## src/rtl/opm_pkg.sv

```systemverilog
// Shared types, constants and saturation helpers for the off-axis projection block.
package opm_pkg;

  localparam int SCREEN_COUNT_DEF = 3;
  localparam int CFG_W            = 31;
  localparam int DATA_W           = 32;

  // Configuration register indexes
  localparam logic [1:0] CFG_DISPLAY_WIDTH  = 2'd0;
  localparam logic [1:0] CFG_DISPLAY_HEIGHT = 2'd1;
  localparam logic [1:0] CFG_NEAR_CLIP      = 2'd2;
  localparam logic [1:0] CFG_FAR_CLIP       = 2'd3;

  localparam logic [CFG_W-1:0] DISPLAY_WIDTH_RST  = 31'd19661;
  localparam logic [CFG_W-1:0] DISPLAY_HEIGHT_RST = 31'd13107;
  localparam logic [CFG_W-1:0] NEAR_CLIP_RST      = 31'd655;
  localparam logic [CFG_W-1:0] FAR_CLIP_RST       = 31'd655360;

  // Screen codes
  localparam logic [1:0] SCR_NORTH = 2'd0;
  localparam logic [1:0] SCR_WEST  = 2'd1;
  localparam logic [1:0] SCR_EAST  = 2'd2;

  localparam logic signed [31:0] Q_ONE  = 32'sd65536;
  localparam logic signed [31:0] Q_MAX  = 32'sh7fff_ffff;
  localparam logic signed [31:0] Q_MIN  = 32'sh8000_0000;

  typedef struct packed {
    logic signed [31:0] x;
    logic signed [31:0] y;
    logic signed [31:0] z;
  } eye_t;

  // Divider request and response
  typedef struct packed {
    logic        start;
    logic [63:0] num;
    logic [32:0] den;
    logic        neg;
  } div_req_t;

  typedef struct packed {
    logic               done;
    logic signed [31:0] quot;
    logic               zdiv;
  } div_rsp_t;

  function automatic logic signed [31:0] sat32(input logic signed [49:0] v);
    if (v > 50'sh7fff_ffff) begin
      return Q_MAX;
    end else if (v < -50'sh8000_0000) begin
      return Q_MIN;
    end
    return v[31:0];
  endfunction

  function automatic logic signed [31:0] neg_sat(input logic signed [31:0] v);
    if (v == Q_MIN) begin
      return Q_MAX;
    end
    return -v;
  endfunction

endpackage

```

## src/rtl/opm_front.sv

```systemverilog
// Input stage: accepts eye positions into a two-entry queue for the back end.
module opm_front (
  input  logic          clk,
  input  logic          rst_n,
  input  logic          in_valid,
  output logic          in_stall,
  input  opm_pkg::eye_t in_eye,
  output logic          q_valid,
  output opm_pkg::eye_t q_eye,
  input  logic          q_pop
);
  import opm_pkg::*;

  eye_t       mem_r [2];
  logic       wr_ptr_r, rd_ptr_r;
  logic [1:0] count_r;
  logic       push;

  assign in_stall = (count_r == 2'd2);
  assign push     = in_valid && !in_stall;
  assign q_valid  = (count_r != 2'd0);
  assign q_eye    = mem_r[rd_ptr_r];

  // Queue storage
  always_ff @(posedge clk) begin
    if (push) begin
      mem_r[wr_ptr_r] <= in_eye;
    end
  end

  // Pointers and fill count
  always_ff @(posedge clk) begin
    if (!rst_n) begin
      wr_ptr_r <= 1'b0;
      rd_ptr_r <= 1'b0;
      count_r  <= 2'd0;
    end else begin
      if (push) begin
        wr_ptr_r <= ~wr_ptr_r;
      end
      if (q_pop) begin
        rd_ptr_r <= ~rd_ptr_r;
      end
      count_r <= count_r + {1'b0, push} - {1'b0, q_pop};
    end
  end

endmodule

```

## config.mk

```make
export PLATFORM = sky130hd
export DESIGN_NAME = opm_front
export DESIGN_NICKNAME = d
export VERILOG_FILES = /design/src/rtl/opm_pkg.sv /design/src/rtl/opm_front.sv
export SDC_FILE = /design/constraint.sdc
export NUM_CORES = 1
export LEC_CHECK = 0
export ABC_AREA = 1
export BUFFER_PORTS_ARGS = -buffer_cell sky130_fd_sc_hd__buf_4
export CAP_MARGIN = 15
export CORE_MARGIN = 2
export CORE_UTILIZATION = 42
export DETAILED_ROUTE_END_ITERATION = 8
export GPL_TIMING_DRIVEN = 0
export PLACE_DENSITY = 0.75
export SYNTH_ARGS = -nofsm -noshare
export SYNTH_HDL_FRONTEND = slang
export SYNTH_SLANG_ARGS = --single-unit
```

## constraint.sdc

```tcl
create_clock -name clk -period 6.15 [get_ports clk]
set_input_delay 0.3075 -clock clk [delete_from_list [all_inputs] [get_ports clk]]
set_output_delay 0.3075 -clock clk [all_outputs]
set_load 0.02 [all_outputs]
```

# Word level (Yosys, flattened, before mapping)
# Memory sizes are Yosys's and may differ from the RTL's. A register that Yosys moved wholly into a read port is not among the register bits.
# Index checks and enable logic that the tools add are counted.
dict set report word_totals {
  reg_bits 4
  ramBits 192
  output_inout_bits 98
  mem_count 1
}
dict set report op_classes {
  add_sub_neg 2
  n_eq_ne 1
  n_mux 4
  n_bitwise 2
  reduce_logical 3
}
# name words word_bits read_ports rd_clocked_by_memory_dff wr line_no
set memory_table {}
lappend memory_table {mem_r 2 96 1 1 1 opm_front.sv:14} ;# eye_t mem_r [2];
# cell n
set op_table {}
lappend op_table {{two-way mux 1 bit} 4}
lappend op_table {{adder 2 x 1 -> 2 bit} 1}
lappend op_table {{== test 2 bit (second input constant)} 1}
lappend op_table {{inverter 1 bit} 2}
lappend op_table {{nonzero test 2 bit} 1}
lappend op_table {{subtractor 2 x 1 -> 2 bit} 1}
lappend op_table {{logical AND 1 bit} 1}
lappend op_table {{logical NOT 1 bit} 1}

# Logic depth before layout (Yosys ltp)
dict set report logic_depth {
  depth_word 5
  mapped_depth 11
}

# Worst setup path after synthesis
# No wires, ideal clock.
dict set report synth_timing {
  kind {reg-to-reg}
  startpoint {register count_r[0]}
  endpoint {memory mem_r[0][0] (netlist name) (enable)}
  setup_time_ns 0.551
  t_arrival_ns 4.532
  required_ns 5.599
  path_slack_ns 1.067
  stages_incl_launch_ff 5
  n_path_buf 0
  synth_period_minus_slack_ns 5.083
  cell_sequence {dfxtp_1 inv_1 nand2_1 nand2_1 nor2_1}
}
dict set report synth_between {
  elab_chain_len 5
}
# element line_no
set synth_rtl {}
lappend synth_rtl {{start, declared} opm_front.sv:16} ;# logic [1:0] count_r;
lappend synth_rtl {{start signal, assigned} opm_front.sv:44} ;# count_r <= count_r + {1'b0, push} - {1'b0, q_pop};
lappend synth_rtl {{== test 2 bit} opm_front.sv:19} ;# assign in_stall = (count_r == 2'd2);
lappend synth_rtl {{logical NOT 1 bit} opm_front.sv:20} ;# assign push = in_valid && !in_stall;
lappend synth_rtl {{logical AND 1 bit} opm_front.sv:20}
lappend synth_rtl {{two-way mux 1 bit} opm_front.sv:26} ;# if (push) begin
lappend synth_rtl {{two-way mux 1 bit (not written as such)} opm_front.sv:27} ;# mem_r[wr_ptr_r] <= in_eye;
lappend synth_rtl {{end, declared} opm_front.sv:14}
# Every way passes these cells.

==> results.sh <==
export IMPL_grt_pass1_wl_mm=19.7
export IMPL_p_per_area_mw_per_mm2=326
export IMPL_design_die_area_sq_mm=0.0186
export IMPL_pwr_share_comb=0.167
export IMPL_power_frac_seq=0.512
export IMPL_run_status="complete, no violations"
export IMPL_min_path_type="in2reg"
export IMPL_yosysUniqueCellTypes=14
export IMPL_cts_max_path_buffers=2
export IMPL_setup_viol=0
export IMPL_dieWidth_microns=136
export IMPL_switching_share=0.250
export IMPL_dp_hpwl_mm=9.40
export IMPL_grt_pass1_vias=3908
export IMPL_diodes=0
export IMPL_finalInstanceArea_sq_mm=0.00977
export IMPL_leakage_nw=3.77
export IMPL_htree_levels=4
export IMPL_cp_required_ps=5840
export IMPL_yosys_top_cells_area="edfxtp_1 78%, mux2_2 8.6%, mux2_4 8.2%"
export IMPL_hold_end="mem_r[0][45]"
export IMPL_cts_tree="yes"
export IMPL_fp_dieH_microns=136
export IMPL_crit_path_end_kind="primary output"
export IMPL_fin_worst_skew_ps=5.16
export IMPL_wl_per_cell_microns=16.9
export IMPL_multi_input_area_sq_mm=0.00134
export IMPL_hold_depth=1
export IMPL_r2r_setup_slack_ps=4260
export IMPL_finalHoldViolCount=0
export IMPL_synth_cells=333
export IMPL_start_util=0.427
export IMPL_switching_power_uw=798
export IMPL_overflow=0
export IMPL_cts_hold_buf=0
export IMPL_synth_seq_area_share=0.797
export IMPL_via_per_inst=4.74
export IMPL_vdd_drop_max_mv=0.174
export IMPL_seqCellArea_sq_mm=0.00587
export IMPL_cts_setup_buffers=0
export IMPL_critPathArrivalTime_ps=1690
export IMPL_rsz0062_at_grt="false"
export IMPL_antenna_found_initial=0
export IMPL_grt_total_usage=0.141
export IMPL_avgSynthCellArea_sq_um=22.1
export IMPL_hold_start="in_eye[45]"
export IMPL_place_gp_congestion=0.674
export IMPL_vias=3752
export IMPL_fmax_ghz=0.500
export IMPL_internal_power_mw=2.39
export IMPL_fill_cells=1307
export IMPL_holdWs_ps=67.3
export IMPL_layout_commonest_cell="buf_4"
export IMPL_pwr_share_clk=0.321
export IMPL_areaGrowthSynthToFinish_pct=32.8
export IMPL_yosysTopAreaCellShare=0.783
export IMPL_worstReg2RegStart="count_r[0]"
export IMPL_ant_nets=0
export IMPL_clkLatencyLatePin_ps=420
export IMPL_drv_slew=0
export IMPL_cts_resized=0
export IMPL_layout_common_cells="197 x buf_4, 192 x edfxtp_1, 56 x mux2_2"
export IMPL_cts_buffers=17
export IMPL_cts_root_buffer="clkbuf_16"
export IMPL_synth_seq_cells=197
export IMPL_wl_mm=13.4
export IMPL_r2r_cells=6
export IMPL_start_kind="flop"
export IMPL_num_rows=48
export IMPL_drc=0
export IMPL_io_pins=198
export IMPL_cp_max_fo=10
export IMPL_layout_drive_gt1_share=0.604
export IMPL_clk_pin_slew_ps=70
export IMPL_worst_slew_pin_slew_ps=625
export IMPL_cts_num_sinks=197
export IMPL_netlist_area_sq_mm=0.00736
export IMPL_coreArea_sq_mm=0.0172
export IMPL_drt_iter0_drc=171
export IMPL_drv_cap=0
export IMPL_regToRegEndpoint="mem_r[0][62]"
export IMPL_synth_area_leader_cell="edfxtp_1"
export IMPL_fin_nets=655
export IMPL_slew_headroom=0.583
export IMPL_syn_nets=435
export IMPL_port_buffer_count=197
export IMPL_placed_area_sq_mm=0.00923
export IMPL_path_class="reg2out"
export IMPL_yosys_warnings=0
export IMPL_drtPass1Iterations=4
export IMPL_grt_max_degree=53
export IMPL_fin_crit_sh=0.326
export IMPL_min_period_ps=2000
==> cell type report <==
class / instances / area share
repair buffers: 201 / 0.161
plain buffers: 11 / 0.0134
flip-flops and latches: 197 / 0.600
clock buffers: 17 / 0.0435
clock inverters: 15 / 0.0124
inverters: 7 / 0.00294
multi-input cells: 118 / 0.138
well taps: 225 / 0.0288
==> routing by layer <==
| layer | GRT usage | vias up | part of all wire |
|---|---|---|---|
| met2 | 0.248 | 120 | 0.53 |
| met4 | 0.0561 | 0 | 0.014 |
| li1 | - | 1743 | - |
| met3 | 0.0451 | 12 | 0.069 |
| met5 | 0 | - | 0 |
| met1 | 0.159 | 1877 | 0.39 |
==> critical path, cell delays in order, from the launching register on <==
cell and delay (ps):
dfxtp_1 340, buf_6 130, buf_8 170, buf_12 160, mux2_4 310, buf_4 160
==> sequential cells by signal, indices dropped and copies added, names as in the netlist, named ones only <==
name / cells
mem_r: 192
wr_ptr_r: 1
count_r: 2
rd_ptr_r: 1
==> cell usage after synthesis (all sizes together) <==
library cell and n:
a21oi 2, buf 11, dfxtp 5, edfxtp 192, ha 2, inv 7
mux2 96, nand2 10, nand3 2, nor2 6
==> how the worst max path moves through the flow <==
stage,start,to,slack [ps],cells after the start
after floorplan,count_r[0],mem_r[0][0],1070,4
after global placement,count_r[0],mem_r[0][56],-920,4
after detailed placement,count_r[0],mem_r[0][57],4260,6
after CTS,flop,q_eye[60],4090,5
after global routing,flop,q_eye[63],4060,5
final,flop,q_eye[87],4150,5
==> power groups by stage <==
stage | Clock [mW] | Combinational, mW | Sequential (mW)
after global placement | 0 | 0.505 | 1.68
final | 1.02 | 0.532 | 1.63
after global routing | 1.11 | 0.565 | 1.64
after floorplan | 0 | 0.297 | 1.67
after CTS | 1.05 | 0.541 | 1.63
after detailed placement | 0 | 0.538 | 1.66
==> stage by stage <==
step                total power, mW  cells  worst slack, ps   util  TNS (ps)
floorplan                      1.96    333             1070      -         0
global placement               2.18    755             -916  0.529    -87280
detailed placement             2.20    759             4260  0.535         0
CTS                            3.22    791             4090  0.567         0
global route                   3.31    791             4060  0.567         0
finish                         3.19    791             4150  0.567         0
==> cells by family (layout without fill, tap and decap cells) <==
group                      after synthesis  in the layout  synth area share
adders and majority gates                2              2           0.00340
muxes                                   96             96             0.167
and+or+nand+nor                         18             18           0.00952
buffers and inverters                   18            251            0.0214
DFF                                    197            197             0.797
AOI/OAI and AO/OA                        2              2           0.00136
No activity file was read; power rests on OpenSTA's default activity.
